<file path="config.mk">
export PLATFORM = sky130hd
export DESIGN_NAME = motor_drive_with_stall_watchdog_core
export DESIGN_NICKNAME = d
export VERILOG_FILES = /design/src/design/mdsw_pkg.sv /design/src/design/motor_drive_with_stall_watchdog_core.sv /design/src/design/mdsw_drive_calc.sv /design/src/design/mdsw_wheel_watchdog.sv
export SDC_FILE = /design/constraint.sdc
export NUM_CORES = 1
export LEC_CHECK = 0
export BUFFER_PORTS_ARGS = -buffer_cell sky130_fd_sc_hd__buf_2
export CORE_MARGIN = 1.5
export CORE_UTILIZATION = 55
export DETAILED_ROUTE_END_ITERATION = 8
export GPL_ROUTABILITY_DRIVEN = 0
export PLACE_DENSITY = 0.73
export SLEW_MARGIN = 20
export SYNTH_ARGS = -nofsm -noshare
export SYNTH_HDL_FRONTEND = slang
export SYNTH_SLANG_ARGS = --single-unit
</file>
<file path="constraint.sdc">
create_clock -name clk -period 10.2 [get_ports clk]
set_clock_uncertainty 0.15 [all_clocks]
set_input_delay 0.51 -clock clk [delete_from_list [all_inputs] [get_ports clk]]
set_output_delay 0.51 -clock clk [all_outputs]
set_load 0.005 [all_outputs]
</file>
<file path="src/design/mdsw_pkg.sv">
`default_nettype none

package mdsw_pkg;

  localparam int CMD_W = 2;

  localparam logic [CMD_W-1:0] CMD_DRIVE = 2'd0;
  localparam logic [CMD_W-1:0] CMD_BRAKE = 2'd1;
  localparam logic [CMD_W-1:0] CMD_COAST = 2'd2;

  localparam logic [1:0] CFG_DRIVE_THR = 2'd0;
  localparam logic [1:0] CFG_SPEED_THR = 2'd1;
  localparam logic [1:0] CFG_FAIL_TIME = 2'd2;

  localparam logic signed [15:0] Q_ONE     = 16'sd16384;
  localparam logic signed [15:0] Q_NEG_ONE = -16'sd16384;
  localparam int                 Q_FRAC    = 14;
  localparam logic [16:0]        DUTY_MAX  = 17'd1023;

  localparam logic [31:0] TIME_RESET     = 32'hFFFF_EC78;
  localparam logic [14:0] DRIVE_THR_RST  = 15'd8192;
  localparam logic [14:0] SPEED_THR_RST  = 15'd100;
  localparam logic [31:0] FAIL_TIME_RST  = 32'd1000;

  typedef struct packed {
    logic        upd;
    logic        blocked;
    logic [31:0] now;
  } wd_ctl_t;

endpackage

`default_nettype wire

</file>
<file path="src/design/motor_drive_with_stall_watchdog_core.sv">
// Stages: input register, result register. Throughput: one transaction per cycle unless stalled;
// both register stages advance together on stall release. Pins, duties and, for drive commands,
// the selected wheel's watchdog timestamps update when an item moves into the result register.
// Reset (rst_n low, synchronous): both stages empty, timestamps at -5000 ms, pins and duties zero,
// config registers at their defaults. cfg_ready is always high.
`default_nettype none

module motor_drive_with_stall_watchdog_core #(
  parameter int DUTY_FULL = 1000
) (
  input  wire logic        clk,
  input  wire logic        rst_n,
  input  wire logic        in_tvalid,
  output logic             in_tready,
  input  wire logic [63:0] in_tdata,   // drive_value[15:0], measured_speed[31:16], now_ms[63:32]
  input  wire logic [2:0]  in_tuser,   // command[1:0], wheel[2]
  output logic             out_tvalid,
  input  wire logic        out_tready,
  // direction_pins[3:0], right_duty[13:4], left_duty[23:14], clamped_drive[39:24],
  // stall_fail[40], zero[47:41]
  output logic [47:0]      out_tdata,
  input  wire logic        cfg_valid,
  output logic             cfg_ready,
  input  wire logic [1:0]  cfg_index,
  input  wire logic [31:0] cfg_data
);

  localparam logic [9:0] DUTY_SAT = (DUTY_FULL > 1023) ? 10'd1023 : 10'(DUTY_FULL);

  logic [14:0] drive_thr_r;
  logic [14:0] speed_thr_r;
  logic [31:0] fail_time_r;

  logic        in_v_r;
  logic [63:0] in_data_r;
  logic [2:0]  in_user_r;

  logic        out_v_r;
  logic [47:0] out_data_r;

  logic [3:0]  pins_r, pins_nxt;
  logic [9:0]  rduty_r, rduty_nxt;
  logic [9:0]  lduty_r, lduty_nxt;

  logic        out_adv;
  logic        fire;

  logic [1:0]         cmd;
  logic               wheel;
  logic signed [15:0] spd;
  logic signed [15:0] spd_neg;
  logic [15:0]        smag;
  logic [31:0]        now;

  logic signed [15:0] clamped;
  logic [14:0]        mag;
  logic [9:0]         duty;
  logic               fwd;
  logic               blocked;
  logic               r_stall, l_stall;

  logic signed [15:0] clamped_o;
  logic               stall_o;

  mdsw_pkg::wd_ctl_t r_ctl, l_ctl;

  assign cfg_ready  = 1'b1;
  assign out_adv    = !out_v_r || out_tready;
  assign in_tready  = !in_v_r || out_adv;
  assign fire       = in_v_r && out_adv;
  assign out_tvalid = out_v_r;
  assign out_tdata  = out_data_r;

  assign cmd   = in_user_r[1:0];
  assign wheel = in_user_r[2];
  assign spd   = in_data_r[31:16];
  assign now   = in_data_r[63:32];

  mdsw_drive_calc #(
    .DUTY_FULL(DUTY_FULL)
  ) u_calc (
    .drive_value(in_data_r[15:0]),
    .clamped    (clamped),
    .mag        (mag),
    .duty       (duty),
    .fwd        (fwd)
  );

  always_comb begin
    spd_neg = -spd;
    smag    = spd[15] ? spd_neg : spd;
    blocked = (mag > drive_thr_r) && (smag < {1'b0, speed_thr_r});

    r_ctl.upd     = fire && (cmd == mdsw_pkg::CMD_DRIVE) && !wheel;
    r_ctl.blocked = blocked;
    r_ctl.now     = now;
    l_ctl.upd     = fire && (cmd == mdsw_pkg::CMD_DRIVE) && wheel;
    l_ctl.blocked = blocked;
    l_ctl.now     = now;
  end

  mdsw_wheel_watchdog u_wd_right (
    .clk      (clk),
    .rst_n    (rst_n),
    .ctl      (r_ctl),
    .fail_time(fail_time_r),
    .stall    (r_stall)
  );

  mdsw_wheel_watchdog u_wd_left (
    .clk      (clk),
    .rst_n    (rst_n),
    .ctl      (l_ctl),
    .fail_time(fail_time_r),
    .stall    (l_stall)
  );

  always_comb begin
    pins_nxt  = pins_r;
    rduty_nxt = rduty_r;
    lduty_nxt = lduty_r;
    clamped_o = 16'sd0;
    stall_o   = 1'b0;
    unique case (cmd)
      mdsw_pkg::CMD_DRIVE: begin
        clamped_o = clamped;
        if (!wheel) begin
          pins_nxt  = {pins_r[3:2], fwd ? 2'b10 : 2'b01};
          rduty_nxt = duty;
          stall_o   = r_stall;
        end else begin
          pins_nxt  = {fwd ? 2'b01 : 2'b10, pins_r[1:0]};
          lduty_nxt = duty;
          stall_o   = l_stall;
        end
      end
      mdsw_pkg::CMD_BRAKE: begin
        pins_nxt  = 4'hF;
        rduty_nxt = DUTY_SAT;
        lduty_nxt = DUTY_SAT;
      end
      mdsw_pkg::CMD_COAST: begin
        pins_nxt  = 4'h0;
        rduty_nxt = DUTY_SAT;
        lduty_nxt = DUTY_SAT;
      end
      default: begin
      end
    endcase
  end

  always_ff @(posedge clk) begin
    if (!rst_n) begin
      drive_thr_r <= mdsw_pkg::DRIVE_THR_RST;
      speed_thr_r <= mdsw_pkg::SPEED_THR_RST;
      fail_time_r <= mdsw_pkg::FAIL_TIME_RST;
    end else if (cfg_valid) begin
      unique case (cfg_index)
        mdsw_pkg::CFG_DRIVE_THR: drive_thr_r <= cfg_data[14:0];
        mdsw_pkg::CFG_SPEED_THR: speed_thr_r <= cfg_data[14:0];
        mdsw_pkg::CFG_FAIL_TIME: fail_time_r <= cfg_data;
        default: begin
        end
      endcase
    end
  end

  always_ff @(posedge clk) begin
    if (!rst_n) begin
      in_v_r  <= 1'b0;
      out_v_r <= 1'b0;
      pins_r  <= 4'h0;
      rduty_r <= 10'd0;
      lduty_r <= 10'd0;
    end else begin
      if (in_tready) begin
        in_v_r <= in_tvalid;
      end
      if (out_adv) begin
        out_v_r <= in_v_r;
      end
      if (fire) begin
        pins_r  <= pins_nxt;
        rduty_r <= rduty_nxt;
        lduty_r <= lduty_nxt;
      end
    end
  end

  always_ff @(posedge clk) begin
    if (in_tvalid && in_tready) begin
      in_data_r <= in_tdata;
      in_user_r <= in_tuser;
    end
    if (fire) begin
      out_data_r <= {7'd0, stall_o, clamped_o, lduty_nxt, rduty_nxt, pins_nxt};
    end
  end

endmodule

`default_nettype wire

</file>
<file path="src/design/mdsw_drive_calc.sv">
`default_nettype none

module mdsw_drive_calc #(
  parameter int DUTY_FULL = 1000
) (
  input  wire logic signed [15:0] drive_value,
  output logic signed [15:0]      clamped,
  output logic [14:0]             mag,
  output logic [9:0]              duty,
  output logic                    fwd
);

  localparam logic [15:0] DUTY_FULL_W = 16'(DUTY_FULL);

  logic signed [15:0] neg_v;
  logic [30:0]        prod;
  logic [16:0]        quot;

  always_comb begin
    if (drive_value > mdsw_pkg::Q_ONE) begin
      clamped = mdsw_pkg::Q_ONE;
    end else if (drive_value < mdsw_pkg::Q_NEG_ONE) begin
      clamped = mdsw_pkg::Q_NEG_ONE;
    end else begin
      clamped = drive_value;
    end
    neg_v = -clamped;
    mag   = clamped[15] ? neg_v[14:0] : clamped[14:0];
    fwd   = !clamped[15] && (clamped != 16'sd0);
    prod  = 31'(mag) * 31'(DUTY_FULL_W);
    quot  = prod[30:mdsw_pkg::Q_FRAC];
    duty  = (quot > mdsw_pkg::DUTY_MAX) ? mdsw_pkg::DUTY_MAX[9:0] : quot[9:0];
  end

endmodule

`default_nettype wire

</file>
<file path="src/design/mdsw_wheel_watchdog.sv">
`default_nettype none

module mdsw_wheel_watchdog (
  input  wire logic            clk,
  input  wire logic            rst_n,
  input  wire mdsw_pkg::wd_ctl_t ctl,
  input  wire logic [31:0]     fail_time,
  output logic                 stall
);

  logic [31:0] good_r, good_nxt;
  logic [31:0] drv_r;
  logic [31:0] gap;
  logic [31:0] since_good;
  logic        keep;

  always_comb begin
    gap        = ctl.now - drv_r;
    since_good = ctl.now - good_r;
    // good time survives only if still blocked and the drive gap was short
    keep       = ctl.blocked && !(gap > {1'b0, fail_time[31:1]});
    stall      = keep && (since_good > fail_time);
    good_nxt   = keep ? good_r : ctl.now;
  end

  always_ff @(posedge clk) begin
    if (!rst_n) begin
      good_r <= mdsw_pkg::TIME_RESET;
      drv_r  <= mdsw_pkg::TIME_RESET;
    end else if (ctl.upd) begin
      good_r <= good_nxt;
      drv_r  <= ctl.now;
    end
  end

endmodule

`default_nettype wire

</file>
==> results of run 1 <==
-- kinds of logic after synthesis --
kind of cell	count (synthesis)
other	2
adders and majority gates	381
buffers and inverters	391
AOI/OAI and AO/OA	730
and+or+nand+nor	763
muxes	57
DFF	324
xor gates and xnor gates	150
-- worst min-delay path by stage --
stage | to | depth (start not counted)
after global placement | lduty_r[4] | 2
after floorplan | lduty_r[0] | 2
after global routing | in_data_r[54] | 1
after CTS | in_data_r[54] | 1
after detailed placement | rduty_r[9] | 2
final | in_data_r[54] | 1
-- repair_timing --
action	CTS	global route
hold endpoints to repair	66	0
hold buffers	66	0
setup buffers	0	0
-- layout make-up --
cell class                      instances  area (um2)
Inverter                              307        1150
Tap cell                              592         741
Clock inverter                         15         128
Clock buffer                           54        1050
Timing Repair Buffer                  228        1520
Multi-Input combinational cell       2089       15700
Sequential cell                       324        7570
Fill cell                            3722       16400
-- state kept, by name (all words and copies together), names as in the netlist --
signal,flops
in_data_r,64
in_v_r,1
fail_time_r,32
speed_thr_r,15
u_wd_left.drv_r,32
rduty_r,10
u_wd_right.drv_r,32
lduty_r,10
out_tdata,41
in_user_r,3
drive_thr_r,15
pins_r,4
out_tvalid,1
u_wd_left.good_r,32
u_wd_right.good_r,32
-- power breakdown --
group	switching [mW]	leakage [nW]	internal [mW]
sequential	0.0512	2.79	1.41
clock	0.560	0.580	0.752
combinational	1.18	9.20	0.830
-- metal layers --
layer | global-route usage | vias up
li1 | - | 10300
met5 | 0 | -
met3 | 0.0365 | 149
met1 | 0.343 | 9937
met4 | 0.118 | 0
met2 | 0.497 | 643
-- synthesized netlist by cell type (all sizes together), types with 19 or more instances --
library cell	n
dfxtp	216
a21o	71
a31oi	22
clkbuf	64
nand2	340
o21a	39
xnor2	109
and3	25
nand3	37
ha	332
o211ai	70
inv	307
fa	49
a21boi	73
mux2i	56
nor2	107
buf	20
o21ai	143
nand4	44
nor2b	83
nand2b	31
nor3	39
edfxtp	108
a21oi	152
a211oi	19
xor2	39
-- through the flow --
stage,hold WS [ns],utilization
2_1_floorplan,0.275,-
3_3_place_gp,0.283,0.587
3_5_place_dp,0.296,0.587
4_1_cts,0.00167,0.629
5_1_grt,0.0104,0.629
6_report,0.00786,0.629
==> impl_table.tex, run 1 <==
\begin{tabular}{lr}
\hline
Metric & Value \\
\hline
\multicolumn{2}{l}{\textbf{Critical path}} \\
Slowest stage cell, crit path & sky130\_fd\_sc\_hd\_\_a31oi\_1 \\
Depth of the critical timing path with buffers and inverters included & 24 \\
Cell family contributing the most delay on the critical path & adder cells \\
Top cell by count, worst path & sky130\_fd\_sc\_hd\_\_fa\_1 \\
Crit path DAT & 9.02 ns \\
Critical path type & register to register \\
Worst path cell trace & or4\_4, o41ai\_2, mux2\_4, nand2\_1, ha\_1, nor2b\_1, nor2\_1, a31o\_2, a31oi\_1, fa\_1, inv\_1, fa\_1, fa\_1, fa\_1, inv\_1, ha\_1, a21o\_1, a21o\_1, a221oi\_1, o211ai\_1, nor2\_1, xor2\_1, nor3\_1, o31ai\_1 \\
Startpoint type of the worst setup path & register \\
Largest stage delay, worst path & 0.75 ns \\
Depth of the worst register-to-register path & 24 \\
Required time at the worst-slack endpoint & 10.43 ns \\
Source of the worst register-to-register timing path & in\_data\_r[9] \\
Kind of end point of the critical path & register \\
Launch point of the worst path & in\_data\_r[9] \\
Largest fanout on the critical path & 29 \\
Worst setup slack for register-to-register paths & 1.41 ns \\
Buffers \& Inverters on Critical Path & 2 \\
Capturing instance or port of the critical path & out\_tdata[23] \\
Endpoint of the lowest-slack register-to-register path & out\_tdata[23] \\
\multicolumn{2}{l}{\textbf{Global route}} \\
Antenna violations before repair & 0 \\
Gr ovfl total & 0 \\
Largest net degree at the start of global routing & 131 \\
Vias in the first global route & 20.5k \\
Wire length of the first global-routing pass & 105000 um \\
Overall Global Routing Usage & 0.281 \\
\multicolumn{2}{l}{\textbf{Yosys}} \\
Synth Area in Adders & 0.208 \\
Area share of the leading cell type in the synthesized netlist & 0.175 \\
Fraction of the mapped netlist area in compound gates & 0.199 \\
Commonest register cell after synthesis & sky130\_fd\_sc\_hd\_\_dfxtp\_1 \\
Leading area contributor after synthesis & sky130\_fd\_sc\_hd\_\_dfxtp\_1 \\
Post-synthesis async set-or-reset flop share & 0 \\
Synth top area cells & sky130\_fd\_sc\_hd\_\_dfxtp\_1, sky130\_fd\_sc\_hd\_\_ha\_1, sky130\_fd\_sc\_hd\_\_edfxtp\_1, sky130\_fd\_sc\_hd\_\_nand2\_1, sky130\_fd\_sc\_hd\_\_inv\_1 \\
Portion of netlist area occupied by mux cells & 0.0233 \\
Post-synth EDFFs & 108 \\
Netlist Area Pre-Place & 24700 um2 \\
Total of flip-flops plus latches after synthesis & 324 \\
Avg Synthesized Cell Area & 8.82 um2 \\
Synthesized-area fraction occupied by xor and xnor cells & 0.0544 \\
Combinational family with the most area after synthesis & adder cells \\
Share of the yosys chip area belonging to registers & 0.307 \\
Count of unique library cells instantiated by Yosys & 78 \\
Post-Synthesis Cells & 2798 \\
Synth Area in Simple Gates & 0.147 \\
Synthesis Warnings & 0 \\
\multicolumn{2}{l}{\textbf{Floorplan}} \\
I/O pin cnt & 157 \\
Total core area & 44200 um2 \\
Initial Utilization & 0.558 \\
Die Height & 215 um \\
Area of the die & 46100 um2 \\
Rows & 77 \\
Chip width & 215 um \\
\multicolumn{2}{l}{\textbf{Clock network}} \\
Insertion delay of the later-clocked pin in the worst-skew pair & 0.58 ns \\
Level count of the clock H-tree & 2 \\
Number of instances resized during post-cts repair & 0 \\
Buffers from clock root to sink, at most & 3 \\
Clock-pin slew on the worst setup and hold paths & 0.06 ns \\
Clock tree from TritonCTS & yes \\
Root Driver & sky130\_fd\_sc\_hd\_\_clkbuf\_16 \\
Number of buffers created by CTS & 38 \\
CTS sink cnt & 324 \\
\multicolumn{2}{l}{\textbf{Placement}} \\
Number of buffers added on ports & 148 \\
Pre-CTS setup slack & 1.44 ns \\
Half-perimeter wire length after placement & 49500 um \\
Number of placed cells counting well taps & 3473 \\
Dpl cell area & 26000 um2 \\
\multicolumn{2}{l}{\textbf{Power and ir drop}} \\
Static Leakage & 12.6 nW \\
Power consumption & 4.78 mW \\
Worst vdd rail ir drop & 0.000171 V \\
Pwr dens & 172 nW/um2 \\
\multicolumn{2}{l}{\textbf{Timing}} \\
Period minus WS final & 8.79 ns \\
Post-route setup TNS & 0 ns \\
Transition time at the pin with the least slew margin & 1.10 ns \\
Setup repair after global routing missed its margin & no \\
Relative slew margins & 0.264 \\
Post-route fraction of the period consumed by the critical path & 0.861 \\
Slew Limit Fails & 0 \\
Number of hold violations in the final report & 0 \\
Setup-failing EPs final & 0 \\
PnR worst setup slack & 1.41 ns \\
Upper clock frequency limit & 0.114 GHz \\
\multicolumn{2}{l}{\textbf{Route}} \\
DRC violation count after routing & 0 \\
TritonRoute pass-1 iters & 6 \\
Remaining antenna violation count after routing & 0 \\
Met2 Wirelength & 31900 um \\
Met3 wire length & 3350 um \\
Vias per inst & 5.82 \\
Initial drt markers & 1566 \\
Via count of the routed design & 21.0k \\
Wire length reported by the detailed router & 65700 um \\
Top routing layer used & met4 \\
Detailed-route wire length per cell & 18.2 um \\
Wl on met1 & 27900 um \\
\multicolumn{2}{l}{\textbf{Cells and area}} \\
Share of cells above drive strength 1 & 0.0825 \\
Most frequent standard cell in the layout excluding fill and tap cells & sky130\_fd\_sc\_hd\_\_nand2\_1 \\
Area of all placed cells without fillers & 27800 um2 \\
Area Growth Syn to Fin & 12.7\% \\
Most frequent cells in the layout & sky130\_fd\_sc\_hd\_\_nand2\_1, sky130\_fd\_sc\_hd\_\_ha\_1, sky130\_fd\_sc\_hd\_\_inv\_1 \\
Number of cells in the finished layout apart from fillers & 3609 \\
Fin nets & 3475 \\
ANT cells & 0 \\
\multicolumn{2}{l}{\textbf{Run}} \\
Max-capacitance violation count & 0 \\
\multicolumn{2}{l}{\textbf{Status}} \\
Status & finished clean \\
\multicolumn{2}{l}{\textbf{Min path}} \\
Worst hold path startpoint & in\_tdata[54] \\
Tightest Hold Check Type & input port to register \\
\hline
\end{tabular}
Power figures use the tool's default switching activity.
==> run 2: changes to the inputs <==
- RECOVER_POWER: default -> 25
==> run 2 against run 1 <==
- the run now ends with capacitance limit, slew limit left
- worst hold slack better by 0.035 ns
- clock power about the same
- register-to-register slack got worse by 0.02 ns
- setup slack worse by 0.019 ns
- sequential share of layout area is essentially flat
- largest power group unchanged
==> impl_table.tex, run 2 (same netlist as run 1, synthesis figures left out) <==
\begin{tabular}{lr}
\hline
Metric & Value \\
\hline
\multicolumn{2}{l}{\textbf{Timing}} \\
Post-route setup TNS & 0 ns (unchanged) \\
PnR worst setup slack & 1.39 ns (was 1.41 ns) \\
Slew Limit Fails & 131 (was 0) \\
Setup repair after global routing missed its margin & no (unchanged) \\
Relative slew margins & -2.34 (was 0.264) \\
Period minus WS final & 8.81 ns (was 8.79 ns) \\
Setup-failing EPs final & 0 (unchanged) \\
Transition time at the pin with the least slew margin & 5.02 ns (was 1.10 ns) \\
Upper clock frequency limit & 0.114 GHz (about the same) \\
Minimum hold slack & 0.0425 ns (was 0.00786 ns) \\
Number of hold violations in the final report & 0 (unchanged) \\
Post-route fraction of the period consumed by the critical path & 0.863 (was 0.861) \\
\multicolumn{2}{l}{\textbf{Route}} \\
DRC violation count after routing & 0 (unchanged) \\
TritonRoute pass-1 iters & 5 (was 6) \\
Remaining antenna violation count after routing & 0 (unchanged) \\
Detailed-route wire length per cell & 18.2 um (about the same) \\
Initial drt markers & 1544 (was 1566) \\
Via count of the routed design & 21.1k (was 21.0k) \\
Vias per inst & 5.84 (was 5.82) \\
Wire length reported by the detailed router & 65800 um (was 65700 um) \\
\multicolumn{2}{l}{\textbf{Power and ir drop}} \\
Worst vdd rail ir drop & 0.000169 V (was 0.000171 V) \\
Power consumption & 4.79 mW (was 4.78 mW) \\
Static Leakage & 12.5 nW (was 12.6 nW) \\
Pwr dens & 172 nW/um2 (about the same) \\
\multicolumn{2}{l}{\textbf{Global route}} \\
Overall Global Routing Usage & 0.281 (unchanged) \\
Gr ovfl total & 0 (unchanged) \\
Largest net degree at the start of global routing & 131 (unchanged) \\
Antenna violations before repair & 0 (unchanged) \\
Wire length of the first global-routing pass & 105000 um (unchanged) \\
Vias in the first global route & 20.5k (unchanged) \\
\multicolumn{2}{l}{\textbf{Floorplan}} \\
Area of the die & 46100 um2 (unchanged) \\
Die Height & 215 um (unchanged) \\
Chip width & 215 um (unchanged) \\
Rows & 77 (unchanged) \\
I/O pin cnt & 157 (unchanged) \\
Initial Utilization & 0.558 (unchanged) \\
Total core area & 44200 um2 (unchanged) \\
\multicolumn{2}{l}{\textbf{Clock network}} \\
Insertion delay of the later-clocked pin in the worst-skew pair & 0.58 ns (about the same) \\
Clock tree from TritonCTS & yes (unchanged) \\
Number of instances resized during post-cts repair & 0 (unchanged) \\
CTS sink cnt & 324 (unchanged) \\
Number of setup buffers added after CTS & 0 (unchanged) \\
Root Driver & sky130\_fd\_sc\_hd\_\_clkbuf\_16 (unchanged) \\
Clock-pin slew on the worst setup and hold paths & 0.06 ns (about the same) \\
Level count of the clock H-tree & 2 (unchanged) \\
Number of buffers created by CTS & 38 (unchanged) \\
Buffers from clock root to sink, at most & 3 (unchanged) \\
\multicolumn{2}{l}{\textbf{Critical path}} \\
Startpoint type of the worst setup path & register (unchanged) \\
Buffers \& Inverters on Critical Path & 2 (unchanged) \\
Required time at the worst-slack endpoint & 10.43 ns (about the same) \\
Crit path DAT & 9.04 ns (was 9.02 ns) \\
Worst path cell trace & or4\_4, o41ai\_2, mux2\_4, nand2\_1, ha\_1, nor2b\_1, nor2\_1, a31o\_2, a31oi\_1, fa\_1, inv\_1, fa\_1, fa\_1, fa\_1, inv\_1, ha\_1, a21o\_1, a21o\_1, a221oi\_1, o211ai\_1, nor2\_1, xor2\_1, nor3\_1, o31ai\_1 (unchanged) \\
Cell family contributing the most delay on the critical path & adder cells (unchanged) \\
Worst setup slack for register-to-register paths & 1.39 ns (was 1.41 ns) \\
Largest fanout on the critical path & 29 (unchanged) \\
Critical path type & register to register (unchanged) \\
Top cell by count, worst path & sky130\_fd\_sc\_hd\_\_fa\_1 (unchanged) \\
Largest stage delay, worst path & 0.75 ns (about the same) \\
Kind of end point of the critical path & register (unchanged) \\
Slowest stage cell, crit path & sky130\_fd\_sc\_hd\_\_a31oi\_1 (unchanged) \\
\multicolumn{2}{l}{\textbf{Placement}} \\
Number of placed cells counting well taps & 3473 (unchanged) \\
Half-perimeter wire length after placement & 49500 um (unchanged) \\
Pre-CTS setup slack & 1.44 ns (unchanged) \\
Number of buffers added on ports & 148 (unchanged) \\
Dpl cell area & 26000 um2 (unchanged) \\
\multicolumn{2}{l}{\textbf{Status}} \\
Failing checks & capacitance limit, slew limit \\
Status & finished, violations left (was finished clean) \\
\multicolumn{2}{l}{\textbf{Cells and area}} \\
Largest register by flop count & in\_data\_r (unchanged) \\
Number of flip-flops under the largest register name & 64 (unchanged) \\
Count of filler cells inserted in the layout & 3730 (was 3722) \\
Number of cells in the finished layout apart from fillers & 3611 (was 3609) \\
Area of all placed cells without fillers & 27800 um2 (about the same) \\
Share of cells above drive strength 1 & 0.0776 (was 0.0825) \\
Fin nets & 3475 (unchanged) \\
Most frequent standard cell in the layout excluding fill and tap cells & sky130\_fd\_sc\_hd\_\_nand2\_1 (unchanged) \\
Most frequent cells in the layout & sky130\_fd\_sc\_hd\_\_nand2\_1, sky130\_fd\_sc\_hd\_\_ha\_1, sky130\_fd\_sc\_hd\_\_inv\_1 (unchanged) \\
Area Growth Syn to Fin & 12.6\% (was 12.7\%) \\
Final Core Density & 0.628 (was 0.629) \\
\multicolumn{2}{l}{\textbf{Min path}} \\
Tightest Hold Check Type & input port to register (unchanged) \\
\multicolumn{2}{l}{\textbf{Run}} \\
Max-capacitance violation count & 1 (was 0) \\
\hline
\end{tabular}
## run 2: changes by cell type in the layout (fill, tap and decap cells not counted), sizes merged
cell and delta:
buf -15, clkbuf +15, diode +2
## run 2: repair_timing
| action | CTS | global route |
|---|---|---|
| endpoints found under the hold margin | 66 | 0 |
| setup endpoints to repair | 0 | 0 |
| hold buffers | 66 | 0 |
## run 2: cell type report
class / count / area (um2) / area share
Multi-Input combinational cell: 2089 / 15700 / 0.563
Clock inverter: 15 / 128 / 0.00459
Sequential cell: 324 / 7570 / 0.272
Inverter: 307 / 1150 / 0.0415
Clock buffer: 54 / 1050 / 0.0379
Tap cell: 592 / 741 / 0.0267
Timing Repair Buffer: 228 / 1500 / 0.0538
Antenna cell: 2 / 5.00 / 0.000180
## run 2: worst register-to-register path, stage by stage, from the launching register on
cell and delay (ns):
sky130_fd_sc_hd__edfxtp_1 0.49, sky130_fd_sc_hd__or4_4 0.58, sky130_fd_sc_hd__o41ai_2 0.37, sky130_fd_sc_hd__mux2_4 0.40, sky130_fd_sc_hd__nand2_1 0.21, sky130_fd_sc_hd__ha_1 0.35
sky130_fd_sc_hd__nor2b_1 0.33, sky130_fd_sc_hd__nor2_1 0.16, sky130_fd_sc_hd__a31o_2 0.25, sky130_fd_sc_hd__a31oi_1 0.75, sky130_fd_sc_hd__fa_1 0.54, sky130_fd_sc_hd__inv_1 0.08
sky130_fd_sc_hd__fa_1 0.45, sky130_fd_sc_hd__fa_1 0.52, sky130_fd_sc_hd__fa_1 0.51, sky130_fd_sc_hd__inv_1 0.04, sky130_fd_sc_hd__ha_1 0.38, sky130_fd_sc_hd__a21o_1 0.22
sky130_fd_sc_hd__a21o_1 0.19, sky130_fd_sc_hd__a221oi_1 0.29, sky130_fd_sc_hd__o211ai_1 0.11, sky130_fd_sc_hd__nor2_1 0.14, sky130_fd_sc_hd__xor2_1 0.62, sky130_fd_sc_hd__nor3_1 0.23
sky130_fd_sc_hd__o31ai_1 0.27
## run 2: power breakdown
group	switching [mW]	leakage, nW	internal [mW]
Combinational	1.19	9.16	0.831
Sequential	0.0510	2.79	1.41
Clock	0.560	0.580	0.752
Total	1.80	12.5	2.99
## run 2: per-layer routing
layer / part of all wire / global-route usage / vias up
li1: - / - / 10300
met1: 0.42 / 0.343 / 9959
met2: 0.48 / 0.497 / 678
met3: 0.052 / 0.0365 / 152
met4: 0.040 / 0.118 / 0
met5: 0 / 0 / -
## run 2: final timing paths
check	start	end	depth (start not counted)
hold / removal	cfg_data[27]	fail_time_r[27]	3
setup / recovery	in_data_r[9]	out_tdata[23]	24
hold reg to reg	u_wd_right.good_r[2]	u_wd_right.good_r[2]	2
setup reg to reg	in_data_r[9]	out_tdata[23]	24
==> run 3: changes to the inputs <==
- ABC_AREA: default -> 1
==> run 3 against run 2 <==
- the flow still finishes with violations (capacitance limit, slew limit)
- non-clock buffer count shrank 3
- sequential power about the same
- fmax up 18%
- area after synthesis decreased by 1.2%
- setup slack better by 1.4 ns
- die area decreased by 1.2%
- via count up 4.7%
- wire length is 4.0% higher
- sequential cell count is the same
- final area fell by 0.56%
- combinational power rose by 39%
==> impl_table.tex, run 3 <==
\begin{tabular}{lr}
\hline
Metric & Value \\
\hline
\multicolumn{2}{l}{\textbf{Status}} \\
Status & finished, violations left (unchanged) \\
Failing checks & capacitance limit, slew limit (unchanged) \\
\multicolumn{2}{l}{\textbf{Clock network}} \\
Number of buffers created by CTS & 38 (unchanged) \\
Insertion delay of the later-clocked pin in the worst-skew pair & 0.58 ns (about the same) \\
Level count of the clock H-tree & 2 (unchanged) \\
CTS sink cnt & 324 (unchanged) \\
Clock tree from TritonCTS & yes (unchanged) \\
Root Driver & sky130\_fd\_sc\_hd\_\_clkbuf\_16 (unchanged) \\
Number of setup buffers added after CTS & 0 (unchanged) \\
Clock-pin slew on the worst setup and hold paths & 0.06 ns (about the same) \\
Buffers from clock root to sink, at most & 3 (unchanged) \\
\multicolumn{2}{l}{\textbf{Route}} \\
Remaining antenna violation count after routing & 0 (unchanged) \\
Initial drt markers & 1667 (was 1544) \\
DRC violation count after routing & 0 (unchanged) \\
Wire length reported by the detailed router & 68400 um (was 65800 um) \\
Vias per inst & 5.62 (was 5.84) \\
Detailed-route wire length per cell & 17.4 um (was 18.2 um) \\
TritonRoute pass-1 iters & 5 (unchanged) \\
Via count of the routed design & 22.1k (was 21.1k) \\
\multicolumn{2}{l}{\textbf{Cells and area}} \\
Most frequent standard cell in the layout excluding fill and tap cells & sky130\_fd\_sc\_hd\_\_nand2\_1 (unchanged) \\
Fin nets & 3796 (was 3475) \\
Area Growth Syn to Fin & 13.4\% (was 12.6\%) \\
Area of all placed cells without fillers & 27600 um2 (was 27800 um2) \\
Final Core Density & 0.637 (was 0.628) \\
Number of cells in the finished layout apart from fillers & 3925 (was 3611) \\
Most frequent cells in the layout & sky130\_fd\_sc\_hd\_\_nand2\_1, sky130\_fd\_sc\_hd\_\_inv\_1, sky130\_fd\_sc\_hd\_\_a21oi\_1 (was sky130\_fd\_sc\_hd\_\_nand2\_1, sky130\_fd\_sc\_hd\_\_ha\_1, sky130\_fd\_sc\_hd\_\_inv\_1) \\
Count of filler cells inserted in the layout & 3827 (was 3730) \\
Largest register by flop count & in\_data\_r (unchanged) \\
Number of flip-flops under the largest register name & 64 (unchanged) \\
Share of cells above drive strength 1 & 0.0806 (was 0.0776) \\
\multicolumn{2}{l}{\textbf{Critical path}} \\
Endpoint of the lowest-slack register-to-register path & out\_tdata[21] (was out\_tdata[23]) \\
Crit path DAT & 7.62 ns (was 9.04 ns) \\
Startpoint type of the worst setup path & register (unchanged) \\
Critical path type & register to register (unchanged) \\
Buffers \& Inverters on Critical Path & 5 (was 2) \\
Largest fanout on the critical path & 17 (was 29) \\
Kind of end point of the critical path & register (unchanged) \\
Slowest stage cell, crit path & sky130\_fd\_sc\_hd\_\_fa\_1 (was sky130\_fd\_sc\_hd\_\_a31oi\_1) \\
Source of the worst register-to-register timing path & in\_data\_r[15] (was in\_data\_r[9]) \\
Depth of the worst register-to-register path & 30 (was 24) \\
Worst setup slack for register-to-register paths & 2.76 ns (was 1.39 ns) \\
Required time at the worst-slack endpoint & 10.38 ns (was 10.43 ns) \\
Largest stage delay, worst path & 0.61 ns (was 0.75 ns) \\
Cell family contributing the most delay on the critical path & adder cells (unchanged) \\
Top cell by count, worst path & sky130\_fd\_sc\_hd\_\_nand2\_1 (was sky130\_fd\_sc\_hd\_\_fa\_1) \\
\multicolumn{2}{l}{\textbf{Timing}} \\
Setup repair after global routing missed its margin & no (unchanged) \\
PnR worst setup slack & 2.76 ns (was 1.39 ns) \\
Minimum hold slack & 0.0694 ns (was 0.0425 ns) \\
Post-route fraction of the period consumed by the critical path & 0.730 (was 0.863) \\
Setup-failing EPs final & 0 (unchanged) \\
Slew Limit Fails & 95 (was 131) \\
Upper clock frequency limit & 0.134 GHz (was 0.114 GHz) \\
Transition time at the pin with the least slew margin & 3.99 ns (was 5.02 ns) \\
Number of hold violations in the final report & 0 (unchanged) \\
Period minus WS final & 7.44 ns (was 8.81 ns) \\
Post-route setup TNS & 0 ns (unchanged) \\
Relative slew margins & -1.66 (was -2.34) \\
\multicolumn{2}{l}{\textbf{Global route}} \\
Vias in the first global route & 21.5k (was 20.5k) \\
Antenna violations before repair & 2 (was 0) \\
Gr ovfl total & 0 (unchanged) \\
Overall Global Routing Usage & 0.302 (was 0.281) \\
Largest net degree at the start of global routing & 95 (was 131) \\
Wire length of the first global-routing pass & 108000 um (was 105000 um) \\
\multicolumn{2}{l}{\textbf{Yosys}} \\
Avg Synthesized Cell Area & 7.82 um2 (was 8.82 um2) \\
Post-synthesis async set-or-reset flop share & 0 (unchanged) \\
Commonest register cell after synthesis & sky130\_fd\_sc\_hd\_\_dfxtp\_1 (unchanged) \\
Total of flip-flops plus latches after synthesis & 324 (unchanged) \\
Count of unique library cells instantiated by Yosys & 61 (was 78) \\
Post-Synthesis Cells & 3116 (was 2798) \\
Top post-synthesis cells by count & sky130\_fd\_sc\_hd\_\_nand2\_1, sky130\_fd\_sc\_hd\_\_inv\_1, sky130\_fd\_sc\_hd\_\_a21oi\_1 (was sky130\_fd\_sc\_hd\_\_nand2\_1, sky130\_fd\_sc\_hd\_\_ha\_1, sky130\_fd\_sc\_hd\_\_inv\_1) \\
Synthesis Warnings & 0 (unchanged) \\
Post-synth EDFFs & 108 (unchanged) \\
Leading area contributor after synthesis & sky130\_fd\_sc\_hd\_\_dfxtp\_1 (unchanged) \\
Most used standard cell by instance count after synthesis & sky130\_fd\_sc\_hd\_\_nand2\_1 (unchanged) \\
Synth top area cells & sky130\_fd\_sc\_hd\_\_dfxtp\_1, sky130\_fd\_sc\_hd\_\_ha\_1, sky130\_fd\_sc\_hd\_\_edfxtp\_1, sky130\_fd\_sc\_hd\_\_nand2\_1, sky130\_fd\_sc\_hd\_\_inv\_1 (unchanged) \\
Share of the yosys chip area belonging to registers & 0.311 (was 0.307) \\
Area share of the leading cell type in the synthesized netlist & 0.177 (was 0.175) \\
Netlist Area Pre-Place & 24400 um2 (was 24700 um2) \\
\multicolumn{2}{l}{\textbf{Floorplan}} \\
Rows & 76 (was 77) \\
I/O pin cnt & 157 (unchanged) \\
Chip width & 214 um (was 215 um) \\
Area of the die & 45600 um2 (was 46100 um2) \\
Initial Utilization & 0.562 (was 0.558) \\
Die Height & 214 um (was 215 um) \\
Total core area & 43400 um2 (was 44200 um2) \\
\multicolumn{2}{l}{\textbf{Placement}} \\
Number of buffers added on ports & 148 (unchanged) \\
Pre-CTS setup slack & 2.81 ns (was 1.44 ns) \\
Dpl cell area & 25600 um2 (was 26000 um2) \\
Half-perimeter wire length after placement & 51100 um (was 49500 um) \\
Number of placed cells counting well taps & 3787 (was 3473) \\
\multicolumn{2}{l}{\textbf{Power and ir drop}} \\
Pwr dens & 208 nW/um2 (was 172 nW/um2) \\
Fraction of power consumed by sequential logic & 0.252 (was 0.304) \\
Net switching power of the design & 2.40 mW (was 1.80 mW) \\
Net switching fraction of the power & 0.417 (was 0.376) \\
Worst vdd rail ir drop & 0.000251 V (was 0.000169 V) \\
Internal power contribution & 3.36 mW (was 2.99 mW) \\
Power consumption & 5.76 mW (was 4.79 mW) \\
Power share of the clock group & 0.263 (was 0.274) \\
Static Leakage & 14.2 nW (was 12.5 nW) \\
Share of power burned in combinational logic & 0.485 (was 0.421) \\
\multicolumn{2}{l}{\textbf{Min path}} \\
Tightest Hold Check Type & input port to register (unchanged) \\
Hold Path Cell Cnt & 3 (unchanged) \\
Endpoint, Worst Hold & fail\_time\_r[31] (was fail\_time\_r[27]) \\
Worst hold path startpoint & cfg\_data[31] (was cfg\_data[27]) \\
\multicolumn{2}{l}{\textbf{Run}} \\
Max-capacitance violation count & 1 (unchanged) \\
\hline
\end{tabular}
-- run 3: changes by cell type after synthesis, moves of 60 or more --
cell	previous run	this run
sky130_fd_sc_hd__a21o_1	71	11
sky130_fd_sc_hd__o21ai_0	139	253
sky130_fd_sc_hd__inv_1	307	509
sky130_fd_sc_hd__a21boi_0	73	4
sky130_fd_sc_hd__nand3_1	37	97
sky130_fd_sc_hd__nor2b_1	83	0
sky130_fd_sc_hd__xnor2_1	109	44
sky130_fd_sc_hd__a21oi_1	152	379
sky130_fd_sc_hd__nand2_1	340	525
sky130_fd_sc_hd__xor2_1	39	108
-- run 3: area by class of cell --
cell class / count / area [um2] / share of cell area
diodes: 1 / 2.50 / 0.0000906
clock buffers: 54 / 1140 / 0.0414
clock inverters: 16 / 264 / 0.00955
inverters: 515 / 1940 / 0.0700
multi-input cells: 2205 / 14500 / 0.525
flip-flops and latches: 324 / 7570 / 0.274
well taps: 585 / 732 / 0.0265
repair buffers: 225 / 1470 / 0.0533
-- run 3: worst max path at each step --
stage,cells past startpoint,startpoint,slack (ns),end
after floorplan,31,in_data_r[15],4.09,out_tdata[13]
after global placement,29,in_data_r[15],3.11,out_tdata[21]
after detailed placement,30,in_data_r[15],2.81,out_tdata[21]
after CTS,30,in_data_r[15],2.79,out_tdata[21]
after global routing,30,in_data_r[15],2.21,out_tdata[20]
final,30,in_data_r[15],2.76,out_tdata[21]
-- run 3: what timing repair did --
action / 4_1_cts / 5_1_grt
resized for setup: 0 / 0
endpoints found under the hold margin: 67 / 0
hold buffers: 67 / 0
-- run 3: cells by family after synthesis --
family / Yosys count / synth area share
AOI/OAI and AO/OA: 778 / 0.175
other: 2 / 0.000308
xor gates and xnor gates: 153 / 0.0553
and+or+nand+nor: 885 / 0.153
DFF: 324 / 0.311
adders and majority gates: 381 / 0.211
buffers and inverters: 593 / 0.0952
-- run 3: tightest hold or removal path, stage by stage --
cell and delay [ns]:
sky130_fd_sc_hd__buf_2 0.07, sky130_fd_sc_hd__o21ai_0 0.07, sky130_fd_sc_hd__a21oi_1 0.11
-- run 3: power groups by stage --
| stage | clock [mW] | sequential [mW] | combinational, mW |
|---|---|---|---|
| 2_1_floorplan | 0 | 1.46 | 2.00 |
| 3_3_place_gp | 0 | 1.47 | 2.64 |
| 3_5_place_dp | 0 | 1.48 | 2.71 |
| 4_1_cts | 1.54 | 1.45 | 2.75 |
| 5_1_grt | 1.58 | 1.45 | 3.14 |
| 6_report | 1.51 | 1.45 | 2.80 |
-- run 3: metal layers --
metal	part of all wire	track usage
met1	0.42	0.371
met2	0.46	0.514
met3	0.064	0.0444
met4	0.049	0.158
met5	0.00015	0
